**src/sv/ffba_pkg.sv**
```systemverilog
`timescale 1ns / 1ps
// ----------------------------------------------------------------------------
// ffba_pkg: shared types and constants of the first-fit block allocator
// Request and result items, status codes and config register indexes.
// ----------------------------------------------------------------------------
package ffba_pkg;

    // fixed field widths
    localparam int LEN_W      = 21;   // request size / record length
    localparam int ADDR_W     = 32;   // bus addresses
    localparam int CNT_OUT_W  = 7;    // blocks_in_use field
    localparam int STAT_W     = 3;
    localparam int S_TDATA_W  = 56;   // size + free address, byte padded
    localparam int M_TDATA_W  = 40;   // address + blocks in use, byte padded
    localparam int CFG_IDX_W  = 1;
    localparam int CFG_DATA_W = 32;

    // config register indexes
    localparam logic [CFG_IDX_W-1:0] CFG_REGION_BASE = 1'b0;
    localparam logic [CFG_IDX_W-1:0] CFG_REGION_SIZE = 1'b1;

    localparam logic [LEN_W-1:0] REGION_SIZE_RST = 21'd1048576;

    // request kinds
    localparam logic ACT_ALLOC = 1'b0;
    localparam logic ACT_FREE  = 1'b1;

    typedef enum logic [STAT_W-1:0] {
        ST_OK        = 3'd0,
        ST_NO_HOLE   = 3'd1,
        ST_NOT_FOUND = 3'd2,
        ST_FULL      = 3'd3,
        ST_ZERO      = 3'd4
    } t_status;

    typedef struct packed {
        logic              action;
        logic [LEN_W-1:0]  size;
        logic [ADDR_W-1:0] faddr;
    } t_req;

    typedef struct packed {
        t_status              status;
        logic [ADDR_W-1:0]    addr;
        logic [CNT_OUT_W-1:0] in_use;
    } t_res;

endpackage

```
**src/sv/ffba_rec_mem.sv**
```systemverilog
`timescale 1ns / 1ps
// ----------------------------------------------------------------------------
// ffba_rec_mem: block record memory
// One write port and one read port, read data registered.
// ----------------------------------------------------------------------------
module ffba_rec_mem #(
    parameter int DEPTH = 64,
    parameter int DW    = 41,
    parameter int AW    = 6
) (
    input  logic          i_clk,
    input  logic          i_we,
    input  logic [AW-1:0] i_waddr,
    input  logic [DW-1:0] i_wdata,
    input  logic          i_re,
    input  logic [AW-1:0] i_raddr,
    output logic [DW-1:0] o_rdata
);

    logic [DW-1:0] r_mem [DEPTH];
    logic [DW-1:0] r_rdata;

    // write port
    always_ff @(posedge i_clk) begin
        if (i_we) begin
            r_mem[i_waddr] <= i_wdata;
        end
    end

    // read port
    always_ff @(posedge i_clk) begin
        if (i_re) begin
            r_rdata <= r_mem[i_raddr];
        end
    end

    assign o_rdata = r_rdata;

endmodule

```
**src/sv/ffba_engine.sv**
```systemverilog
`timescale 1ns / 1ps
// ----------------------------------------------------------------------------
// ffba_engine: scan and shift sequencer of the allocator
// Walks the sorted record memory for a gap or an address match, then moves
// the tail of the table up (insert) or down (remove) one entry per cycle.
// ----------------------------------------------------------------------------
module ffba_engine #(
    parameter int MAX_BLOCKS  = 64,
    parameter int OFFSET_BITS = 20,
    parameter int AW          = 6,
    parameter int DW          = 41
) (
    input  logic                           i_clk,
    input  logic                           i_rst_n,
    // request side
    input  logic                           i_req_valid,
    output logic                           o_req_ready,
    input  ffba_pkg::t_req                 i_req,
    // configuration
    input  logic [ffba_pkg::ADDR_W-1:0]    i_region_base,
    input  logic [ffba_pkg::LEN_W-1:0]     i_region_size,
    // result side
    output logic                           o_res_valid,
    input  logic                           i_res_ready,
    output ffba_pkg::t_res                 o_res,
    // record memory
    output logic                           o_mem_we,
    output logic [AW-1:0]                  o_mem_waddr,
    output logic [DW-1:0]                  o_mem_wdata,
    output logic                           o_mem_re,
    output logic [AW-1:0]                  o_mem_raddr,
    input  logic [DW-1:0]                  i_mem_rdata
);

    localparam int LW = ffba_pkg::LEN_W;
    localparam int CW = $clog2(MAX_BLOCKS + 1);
    // gap bounds and block ends
    localparam int EW = ((OFFSET_BITS > LW) ? OFFSET_BITS : LW) + 1;

    typedef enum logic [2:0] {
        S_IDLE,
        S_SCAN,
        S_SHIFT_UP,
        S_SHIFT_DN,
        S_RESP
    } t_state;

    t_state                        r_state;
    logic                          r_act;
    logic [LW-1:0]                 r_size;
    logic [ffba_pkg::ADDR_W-1:0]   r_faddr;
    logic [EW-1:0]                 r_end;
    logic [EW-1:0]                 r_low;
    logic [CW-1:0]                 r_count;
    logic [CW-1:0]                 r_rd;
    logic [CW-1:0]                 r_ev;
    logic                          r_dv;
    logic [CW-1:0]                 r_pos;
    ffba_pkg::t_status             r_status;
    logic [ffba_pkg::ADDR_W-1:0]   r_addr;

    logic [OFFSET_BITS-1:0]        rec_off;
    logic [LW-1:0]                 rec_len;
    logic [EW-1:0]                 lim;
    logic [EW-1:0]                 size_ext;
    logic [EW-1:0]                 n_end;
    logic                          at_end;
    logic [EW-1:0]                 gap_hi;
    logic [EW-1:0]                 gap;
    logic                          fit;
    logic [EW-1:0]                 n_low;
    logic                          hit;
    logic                          scan_up;
    logic                          scan_dn;
    logic [CW-1:0]                 rd_dec;
    logic [CW-1:0]                 ev_inc;
    logic [CW-1:0]                 ev_dec;
    logic                          rd_en;
    logic                          accept;

    assign rec_off = i_mem_rdata[DW-1:LW];
    assign rec_len = i_mem_rdata[LW-1:0];

    // usable region end, saturated to the offset range
    assign lim      = EW'(1) << OFFSET_BITS;
    assign size_ext = EW'(i_region_size);
    assign n_end    = (size_ext > lim) ? lim : size_ext;

    // gap evaluation for the entry in flight (or the region end)
    assign at_end = (r_ev == r_count);
    assign gap_hi = at_end ? r_end : EW'(rec_off);
    assign gap    = (gap_hi > r_low) ? (gap_hi - r_low) : '0;
    assign fit    = (EW'(r_size) <= gap);
    assign n_low  = EW'(rec_off) + EW'(rec_len);

    // free match against the current base
    assign hit = ((i_region_base + ffba_pkg::ADDR_W'(rec_off)) == r_faddr);

    // scan exits: slot found for an allocate, record found for a free
    assign scan_up = (r_act == ffba_pkg::ACT_ALLOC) && (at_end || r_dv) && fit;
    assign scan_dn = (r_act == ffba_pkg::ACT_FREE) && !at_end && r_dv && hit;

    assign rd_dec = r_rd - CW'(1);
    assign ev_inc = r_ev + CW'(1);
    assign ev_dec = r_ev - CW'(1);

    assign o_req_ready = (r_state == S_IDLE);
    assign accept      = i_req_valid && o_req_ready;

    // memory access sequencing
    always_comb begin
        rd_en       = 1'b0;
        o_mem_raddr = r_rd[AW-1:0];
        o_mem_we    = 1'b0;
        o_mem_waddr = ev_inc[AW-1:0];
        o_mem_wdata = i_mem_rdata;
        case (r_state)
            S_SCAN: begin
                rd_en = (r_rd < r_count);
            end
            S_SHIFT_UP: begin
                rd_en       = (r_rd > r_pos);
                o_mem_raddr = rd_dec[AW-1:0];
                if (r_dv) begin
                    o_mem_we = 1'b1;
                end else if (!rd_en) begin
                    // tail moved: drop the new record into its slot
                    o_mem_we    = 1'b1;
                    o_mem_waddr = r_pos[AW-1:0];
                    o_mem_wdata = {r_low[OFFSET_BITS-1:0], r_size};
                end
            end
            S_SHIFT_DN: begin
                rd_en       = (r_rd < r_count);
                o_mem_we    = r_dv;
                o_mem_waddr = ev_dec[AW-1:0];
            end
            default: begin
                rd_en = 1'b0;
            end
        endcase
    end

    assign o_mem_re = rd_en;

    // result item
    assign o_res_valid   = (r_state == S_RESP);
    assign o_res.status  = r_status;
    assign o_res.addr    = r_addr;
    assign o_res.in_use  = ffba_pkg::CNT_OUT_W'(r_count);

    // state and registered outputs
    always_ff @(posedge i_clk) begin
        if (!i_rst_n) begin
            r_state <= S_IDLE;
            r_count <= '0;
            r_dv    <= 1'b0;
        end else begin
            case (r_state)
                S_IDLE: begin
                    if (accept) begin
                        r_act    <= i_req.action;
                        r_size   <= i_req.size;
                        r_faddr  <= i_req.faddr;
                        r_end    <= n_end;
                        r_low    <= '0;
                        r_rd     <= '0;
                        r_ev     <= '0;
                        r_dv     <= 1'b0;
                        r_addr   <= '0;
                        if (i_req.action == ffba_pkg::ACT_ALLOC && i_req.size == '0) begin
                            r_status <= ffba_pkg::ST_ZERO;
                            r_state  <= S_RESP;
                        end else if (i_req.action == ffba_pkg::ACT_ALLOC &&
                                     r_count == CW'(MAX_BLOCKS)) begin
                            r_status <= ffba_pkg::ST_FULL;
                            r_state  <= S_RESP;
                        end else begin
                            r_status <= ffba_pkg::ST_OK;
                            r_state  <= S_SCAN;
                        end
                    end
                end
                S_SCAN: begin
                    if (scan_up) begin
                        r_pos   <= r_ev;
                        r_addr  <= i_region_base + ffba_pkg::ADDR_W'(r_low);
                        r_rd    <= r_count;
                        r_dv    <= 1'b0;
                        r_state <= S_SHIFT_UP;
                    end else if (scan_dn) begin
                        r_pos   <= r_ev;
                        r_rd    <= ev_inc;
                        r_dv    <= 1'b0;
                        r_state <= S_SHIFT_DN;
                    end else begin
                        r_dv <= rd_en;
                        if (rd_en) begin
                            r_rd <= r_rd + CW'(1);
                        end
                        if (at_end) begin
                            if (r_act == ffba_pkg::ACT_ALLOC) begin
                                r_status <= ffba_pkg::ST_NO_HOLE;
                            end else begin
                                r_status <= ffba_pkg::ST_NOT_FOUND;
                            end
                            r_state <= S_RESP;
                        end else if (r_dv) begin
                            // next gap starts at the end of this block
                            r_low <= n_low;
                            r_ev  <= ev_inc;
                        end
                    end
                end
                S_SHIFT_UP: begin
                    r_dv <= rd_en;
                    if (rd_en) begin
                        r_rd <= rd_dec;
                        r_ev <= rd_dec;
                    end
                    if (!rd_en && !r_dv) begin
                        r_count <= r_count + CW'(1);
                        r_state <= S_RESP;
                    end
                end
                S_SHIFT_DN: begin
                    r_dv <= rd_en;
                    if (rd_en) begin
                        r_rd <= r_rd + CW'(1);
                        r_ev <= r_rd;
                    end
                    if (!rd_en && !r_dv) begin
                        r_count <= r_count - CW'(1);
                        r_state <= S_RESP;
                    end
                end
                S_RESP: begin
                    if (i_res_ready) begin
                        r_state <= S_IDLE;
                    end
                end
                default: begin
                    r_state <= S_IDLE;
                end
            endcase
        end
    end

endmodule

```
**src/sv/first_fit_block_allocator.sv**
```systemverilog
`timescale 1ns / 1ps
// ----------------------------------------------------------------------------
// first_fit_block_allocator: first-fit allocator over one memory region
//
// Input stream: one request item per handshake; tuser selects allocate (0)
// or free (1), tdata carries the request size and the address to free.
// Output stream: one result item per request with status in tuser, the
// allocated address and the number of blocks in use in tdata.
// Config port: region base (index 0) and region size (index 1); the user is
// to write them only while no request is in progress (the block does not enforce this).
// Block records (offset, length) live address-sorted in a 1R1W memory with
// registered read data. An allocate reads one record a cycle until a gap
// fits, then shifts the tail up one entry per cycle; a free scans for the
// address and shifts the tail down. A zero-size or table-full allocate
// skips the scan and goes straight to its result.
// Reset empties the table (count cleared), base 0, size 1 MiB; no memory
// clearing pass is needed. A finished result sits in an output register;
// the next request is taken while it waits, but its own result is held
// back until the receiver takes the previous one.
// ----------------------------------------------------------------------------
module first_fit_block_allocator #(
    parameter int MAX_BLOCKS  = 64,
    parameter int OFFSET_BITS = 20
) (
    input  logic                                i_clk,
    input  logic                                i_rst_n,
    // request stream
    input  logic                                i_s_axis_tvalid,
    output logic                                o_s_axis_tready,
    input  logic [ffba_pkg::S_TDATA_W-1:0]      i_s_axis_tdata,  // request_size, free_address
    input  logic                                i_s_axis_tuser,  // action
    // result stream
    output logic                                o_m_axis_tvalid,
    input  logic                                i_m_axis_tready,
    output logic [ffba_pkg::M_TDATA_W-1:0]      o_m_axis_tdata,  // block_address, blocks_in_use
    output logic [ffba_pkg::STAT_W-1:0]         o_m_axis_tuser,  // status
    // configuration
    input  logic                                i_cfg_we,
    input  logic [ffba_pkg::CFG_IDX_W-1:0]      i_cfg_index,
    input  logic [ffba_pkg::CFG_DATA_W-1:0]     i_cfg_wdata
);

    localparam int LW = ffba_pkg::LEN_W;
    localparam int AW = $clog2(MAX_BLOCKS);
    localparam int DW = OFFSET_BITS + LW;

    logic [ffba_pkg::ADDR_W-1:0] r_region_base;
    logic [LW-1:0]               r_region_size;
    logic                        r_m_valid;
    ffba_pkg::t_res              r_m_res;

    ffba_pkg::t_req              req;
    ffba_pkg::t_res              res;
    logic                        res_valid;
    logic                        res_ready;

    logic                        mem_we;
    logic [AW-1:0]               mem_waddr;
    logic [DW-1:0]               mem_wdata;
    logic                        mem_re;
    logic [AW-1:0]               mem_raddr;
    logic [DW-1:0]               mem_rdata;

    // configuration registers
    always_ff @(posedge i_clk) begin
        if (!i_rst_n) begin
            r_region_base <= '0;
            r_region_size <= ffba_pkg::REGION_SIZE_RST;
        end else if (i_cfg_we) begin
            case (i_cfg_index)
                ffba_pkg::CFG_REGION_BASE: r_region_base <= i_cfg_wdata;
                ffba_pkg::CFG_REGION_SIZE: r_region_size <= i_cfg_wdata[LW-1:0];
                default: ;
            endcase
        end
    end

    // unpack request item
    assign req.action = i_s_axis_tuser;
    assign req.size   = i_s_axis_tdata[LW-1:0];
    assign req.faddr  = i_s_axis_tdata[LW +: ffba_pkg::ADDR_W];

    ffba_engine #(
        .MAX_BLOCKS  (MAX_BLOCKS),
        .OFFSET_BITS (OFFSET_BITS),
        .AW          (AW),
        .DW          (DW)
    ) u_engine (
        .i_clk         (i_clk),
        .i_rst_n       (i_rst_n),
        .i_req_valid   (i_s_axis_tvalid),
        .o_req_ready   (o_s_axis_tready),
        .i_req         (req),
        .i_region_base (r_region_base),
        .i_region_size (r_region_size),
        .o_res_valid   (res_valid),
        .i_res_ready   (res_ready),
        .o_res         (res),
        .o_mem_we      (mem_we),
        .o_mem_waddr   (mem_waddr),
        .o_mem_wdata   (mem_wdata),
        .o_mem_re      (mem_re),
        .o_mem_raddr   (mem_raddr),
        .i_mem_rdata   (mem_rdata)
    );

    ffba_rec_mem #(
        .DEPTH (MAX_BLOCKS),
        .DW    (DW),
        .AW    (AW)
    ) u_rec_mem (
        .i_clk   (i_clk),
        .i_we    (mem_we),
        .i_waddr (mem_waddr),
        .i_wdata (mem_wdata),
        .i_re    (mem_re),
        .i_raddr (mem_raddr),
        .o_rdata (mem_rdata)
    );

    // output register: free when empty or being taken
    assign res_ready = !r_m_valid || i_m_axis_tready;

    always_ff @(posedge i_clk) begin
        if (!i_rst_n) begin
            r_m_valid <= 1'b0;
        end else if (res_ready) begin
            r_m_valid <= res_valid;
        end
    end

    always_ff @(posedge i_clk) begin
        if (res_ready && res_valid) begin
            r_m_res <= res;
        end
    end

    assign o_m_axis_tvalid = r_m_valid;
    assign o_m_axis_tuser  = r_m_res.status;
    assign o_m_axis_tdata  = {1'b0, r_m_res.in_use, r_m_res.addr};

endmodule

```
**config.mk**
```make
export PLATFORM = sky130hd
export DESIGN_NAME = first_fit_block_allocator
export DESIGN_NICKNAME = d
export VERILOG_FILES = /design/src/sv/ffba_pkg.sv /design/src/sv/ffba_rec_mem.sv /design/src/sv/ffba_engine.sv /design/src/sv/first_fit_block_allocator.sv
export SDC_FILE = /design/constraint.sdc
export NUM_CORES = 2
export LEC_CHECK = 0
export ABC_AREA = 1
export BUFFER_PORTS_ARGS = -buffer_cell sky130_fd_sc_hd__buf_2
export CAP_MARGIN = 15
export CORE_MARGIN = 2
export CORE_UTILIZATION = 55
export DETAILED_ROUTE_END_ITERATION = 6
export GPL_ROUTABILITY_DRIVEN = 1
export PLACE_DENSITY_LB_ADDON = 0.08
export SYNTH_ARGS = -nofsm -noshare
export SYNTH_HDL_FRONTEND = slang
export SYNTH_SLANG_ARGS = --single-unit
```
**constraint.sdc**
```tcl
create_clock -name i_clk -period 21.5 [get_ports i_clk]
set_input_delay 3.225 -clock i_clk [delete_from_list [all_inputs] [get_ports i_clk]]
set_output_delay 3.225 -clock i_clk [all_outputs]
set_load 0.02 [all_outputs]
```
==> impl_summary.log <==
[metrics] final period utilization: approximately a third
[metrics] post-CTS repair timing setup buffer count: 0
[metrics] DRC errors left: 1
[metrics] critical path's largest stage delay: just over 0.9 ns
[metrics] Min-Delay Path Class: reg2reg
[metrics] Logic pwr share: between 10% and 20%
[metrics] unique cell type count in the Yosys netlist: 61
[metrics] smallest hold slack: about 0.42 ns
[metrics] unrepaired setup endpoints after global routing: false
[metrics] # hold bufs at CTS: 0
[metrics] CTS buffer count: approximately 320
[metrics] finished layout cell area: 135000 sq um
[metrics] switching power of the nets: 3.95 mW
[metrics] Total Die Area: between 200000 and 250000 sq um
[metrics] max-slew headroom at the worst pin: around 8.5%
[metrics] setup violators final: 0
[metrics] largest cells by area after synthesis: sky130_fd_sc_hd__edfxtp_1 (71%), sky130_fd_sc_hd__o21ai_0 (5.9%), sky130_fd_sc_hd__nor2_1 (5.0%)
[metrics] Detailed Place HPWL: between 150 and 200 mm
[metrics] number of nets at the end of the flow: approximately 9900
[metrics] number of vias after detailed routing: slightly above 80000
[metrics] top fanout value on the critical path: 32
[metrics] Post-Synth XOR/XNOR Area: less than 1%
[metrics] drt pass-1 iters: 7
[metrics] first-pass GRT wire length: 523 mm
[metrics] number of gates resized after CTS: 0
[metrics] count of input and output buffers: roughly 140
[metrics] routed len/inst: around 29 microns
[metrics] power density normalized to cell area: slightly above 100 nW/um^2
[metrics] Seq pwr share: a little under half
[metrics] CTS clk-pin slew, worst paths: ~0.06 ns
[metrics] Setup Total Neg Slack: 0 ns
[metrics] most used cell along the critical path: sky130_fd_sc_hd__nand2_1
[metrics] Area Overhead vs Synth: 11.4%
[metrics] placed instance area: about 130000 sq um
[metrics] number of DRC markers in iteration 0: 10600
[metrics] Avg Inst Size Synth: 12.5 sq um
[metrics] proportion of layout cells with a drive suffix above 1: 9.04%
[metrics] GR Overflow Total: 0
[metrics] flip-flop and latch count after synthesis: 2925
[metrics] Compound-Gate Fraction of Synth Area: 12.4%
[metrics] total I/O pin count: 140
[metrics] Sw Share: 28.2%
[metrics] primary flip-flop cell chosen by synthesis mapping: sky130_fd_sc_hd__edfxtp_1
[metrics] fmax: 0.135 GHz
[metrics] sequential fraction of the synthesis area: around 72%
[metrics] Power Total: about 14 mW
[metrics] post-synthesis share of cell area spent on and, or, nand and nor gates: a little over a tenth
[metrics] largest voltage drop on the vdd net: about 0.062 mV
[metrics] setup slack, reg-to-reg: around 14 ns
[metrics] arrival time of the worst setup path: roughly 7.9 ns
[metrics] fraction of registers with async set/reset: 0%
[metrics] share of the synthesized area in the top cell type: a little over two thirds
[metrics] clock root cell: sky130_fd_sc_hd__clkbuf_16
[metrics] per-cell via count in the routed design: ~6.4
[metrics] leading post-synthesis cells by instance count: sky130_fd_sc_hd__edfxtp_1 (2860), sky130_fd_sc_hd__nor2_1 (1606), sky130_fd_sc_hd__o21ai_0 (1425)
[metrics] Die H: 474 microns
[metrics] GRT Util Overall: between 30% and 40%
[metrics] floorplan die width: ~470 microns
[metrics] maximum root-to-sink buffer count: 4
[metrics] cell-internal power: between 10 and 15 mW
[metrics] number of antenna violations at the first check in global routing: 13
[metrics] core region area: approximately 220000 sq um
[metrics] leading area contributor after synthesis: sky130_fd_sc_hd__edfxtp_1
[metrics] EDFF count, synth: ~2900
[metrics] Period minus WS final: 7.39 ns
[metrics] site row count: roughly 170
[metrics] kind of critical path: reg2reg
[metrics] Initial Utilization: between 50% and 60%
[metrics] largest clock skew in the final design: roughly 0.068 ns
[metrics] max-cap viol count: 0
[metrics] number of levels in the clock H-tree: 5
[metrics] later-pin clock latency in the skew report: between 0.9 and 1 ns
[metrics] CTS tree: built
[metrics] largest family of logic cells by synthesized area: compound AO/OA/AOI/OAI gates
[metrics] number of sinks handled by clock tree synthesis: just under 3000
[metrics] post-synthesis mux area share: less than 1%
[metrics] pins over their slew limit: 0
[metrics] leakage power summed over all cells: between 40 and 50 nW
[metrics] Hold Fails Final Rpt: 0
[metrics] Worst-Margin Slew: ~1.4 ns
[metrics] number of cells produced by synthesis: just under 10000
[metrics] largest net degree at the start of global routing: 233
[metrics] number of global-route vias before repair: a little under 80000
[metrics] remaining number of nets flagged by the antenna check after routing: 0
[metrics] slowest cell on the critical path: sky130_fd_sc_hd__nor2_4
[metrics] result of the run: finished with violations
[metrics] Synth warnings: 0
[metrics] Detailed Route WL: 365 mm
[metrics] Syn Std Cell Area: roughly 120000 sq um
[metrics] routability cong.: 0.922
[metrics] Post-Synthesis Net Count: a little under 10000
[metrics] data required time of the worst path: ~22 ns
[metrics] capturing element type of the critical path: flop
[metrics] critical path startpoint category: flop
[metrics] violations in the final reports: DRC
[metrics] area share of fa/ha/maj cells after synthesis: around 1.4%
[metrics] most used standard cell by instance count after synthesis: sky130_fd_sc_hd__edfxtp_1
[metrics] relative contribution of the clock network to total power: 36.9%
==> flip-flops by register name, indices dropped and copies added, names as in the netlist, 21 cells and up <==
signal	flops
u_rec_mem.o_rdata	41
u_engine.r_faddr	32
u_engine.r_addr	32
u_engine.r_end	21
r_region_size	21
u_rec_mem.r_mem	2624
r_region_base	32
o_m_axis_tdata	39
u_engine.r_low	22
u_engine.r_size	21
==> cell type report <==
type                    count  area [sq um]
flip-flops and latches   2925         87200
clock inverters           155          1220
inverters                 324          1250
well taps                2871          3590
diodes                      3          7.51
fillers                 16800         84400
repair buffers            315          2300
multi-input cells        5815         31000
clock buffers             401          8500
==> power groups by stage <==
stage	Clock (mW)	Sequential (mW)	Combinational (mW)
after floorplan	0	6.64	1.43
after detailed placement	0	6.67	2.24
after global placement	0	6.67	2.19
after global routing	5.47	6.55	2.48
final	5.18	6.55	2.29
after CTS	5.23	6.55	2.25
==> final timing paths <==
| path | start | endpoint | cells past startpoint |
|---|---|---|---|
| setup reg to reg | u_engine.r_ev[0] | u_engine.r_addr[9] | 35 |
| setup / recovery | u_engine.r_ev[0] | u_engine.r_addr[9] | 35 |
| hold reg to reg | u_engine.r_addr[15] | o_m_axis_tdata[15] | 0 |
| hold / removal | u_engine.r_addr[15] | o_m_axis_tdata[15] | 0 |
==> cell usage in the layout (no fill, tap or decap), types with 15 or more instances in the layout <==
cell type,instances
sky130_fd_sc_hd__nand2_1,787
sky130_fd_sc_hd__buf_2,135
sky130_fd_sc_hd__buf_12,22
sky130_fd_sc_hd__bufinv_16,19
sky130_fd_sc_hd__nor2_1,1541
sky130_fd_sc_hd__mux2_2,20
sky130_fd_sc_hd__o21bai_1,15
sky130_fd_sc_hd__a21oi_1,218
sky130_fd_sc_hd__and3_1,37
sky130_fd_sc_hd__ha_1,126
sky130_fd_sc_hd__xor2_1,33
sky130_fd_sc_hd__clkbuf_16,329
sky130_fd_sc_hd__o21ai_1,111
sky130_fd_sc_hd__o21a_1,21
sky130_fd_sc_hd__dfxtp_1,65
sky130_fd_sc_hd__nor3_1,20
sky130_fd_sc_hd__nand3_1,572
sky130_fd_sc_hd__nand3b_1,15
sky130_fd_sc_hd__edfxtp_1,2860
sky130_fd_sc_hd__inv_1,312
sky130_fd_sc_hd__o21ai_4,25
sky130_fd_sc_hd__o211ai_1,109
sky130_fd_sc_hd__xnor2_1,18
sky130_fd_sc_hd__o21ai_0,1404
sky130_fd_sc_hd__clkinv_2,54
sky130_fd_sc_hd__o221ai_1,500
sky130_fd_sc_hd__nor2_4,66
sky130_fd_sc_hd__a31o_1,25
sky130_fd_sc_hd__or2_2,15
sky130_fd_sc_hd__clkbuf_1,72
sky130_fd_sc_hd__nand4_1,29
sky130_fd_sc_hd__nor4_1,17
sky130_fd_sc_hd__clkinv_1,68
sky130_fd_sc_hd__buf_4,158
==> per-stage QoR <==
| stage | worst slack, ns | util [%] | cells |
|---|---|---|---|
| after floorplan | 10.37 | - | 9680 |
| after CTS | 14.03 | 61.5 | 12800 |
| after global routing | 13.43 | 61.5 | 12800 |
| after global placement | 14.04 | 57.1 | 12200 |
| after detailed placement | 14.01 | 57.1 | 12200 |
| final | 14.11 | 61.6 | 12800 |
==> cell families (layout without fill, tap and decap cells) <==
| kind of cell | count (synthesis) | count (layout) |
|---|---|---|
| AOI/OAI and AO/OA | 2494 | 2494 |
| adders and majority gates | 132 | 132 |
| muxes | 21 | 21 |
| buffers and inverters | 940 | 1195 |
| xor gates and xnor gates | 53 | 53 |
| other | 1 | 4 |
| DFF | 2925 | 2925 |
| and+or+nand+nor | 3114 | 3114 |
==> routing by layer <==
layer / share of wire (%) / global-route usage [%]
met2: 45 / 49.4
met1: 40 / 45.5
met3: 10 / 5.52
met5: 0.013 / 0
met4: 4.0 / 12.7
==> worst max-delay path, delay by kind of cell (launching register included) <==
family | cells | cell delay (ns)
simple gates | 20 | 2.52
flops | 1 | 0.64
buf+inv | 7 | 1.72
compound gates | 6 | 1.37
fa+ha+maj | 2 | 0.71
Note: power is estimated with default switching activity, not from simulation.
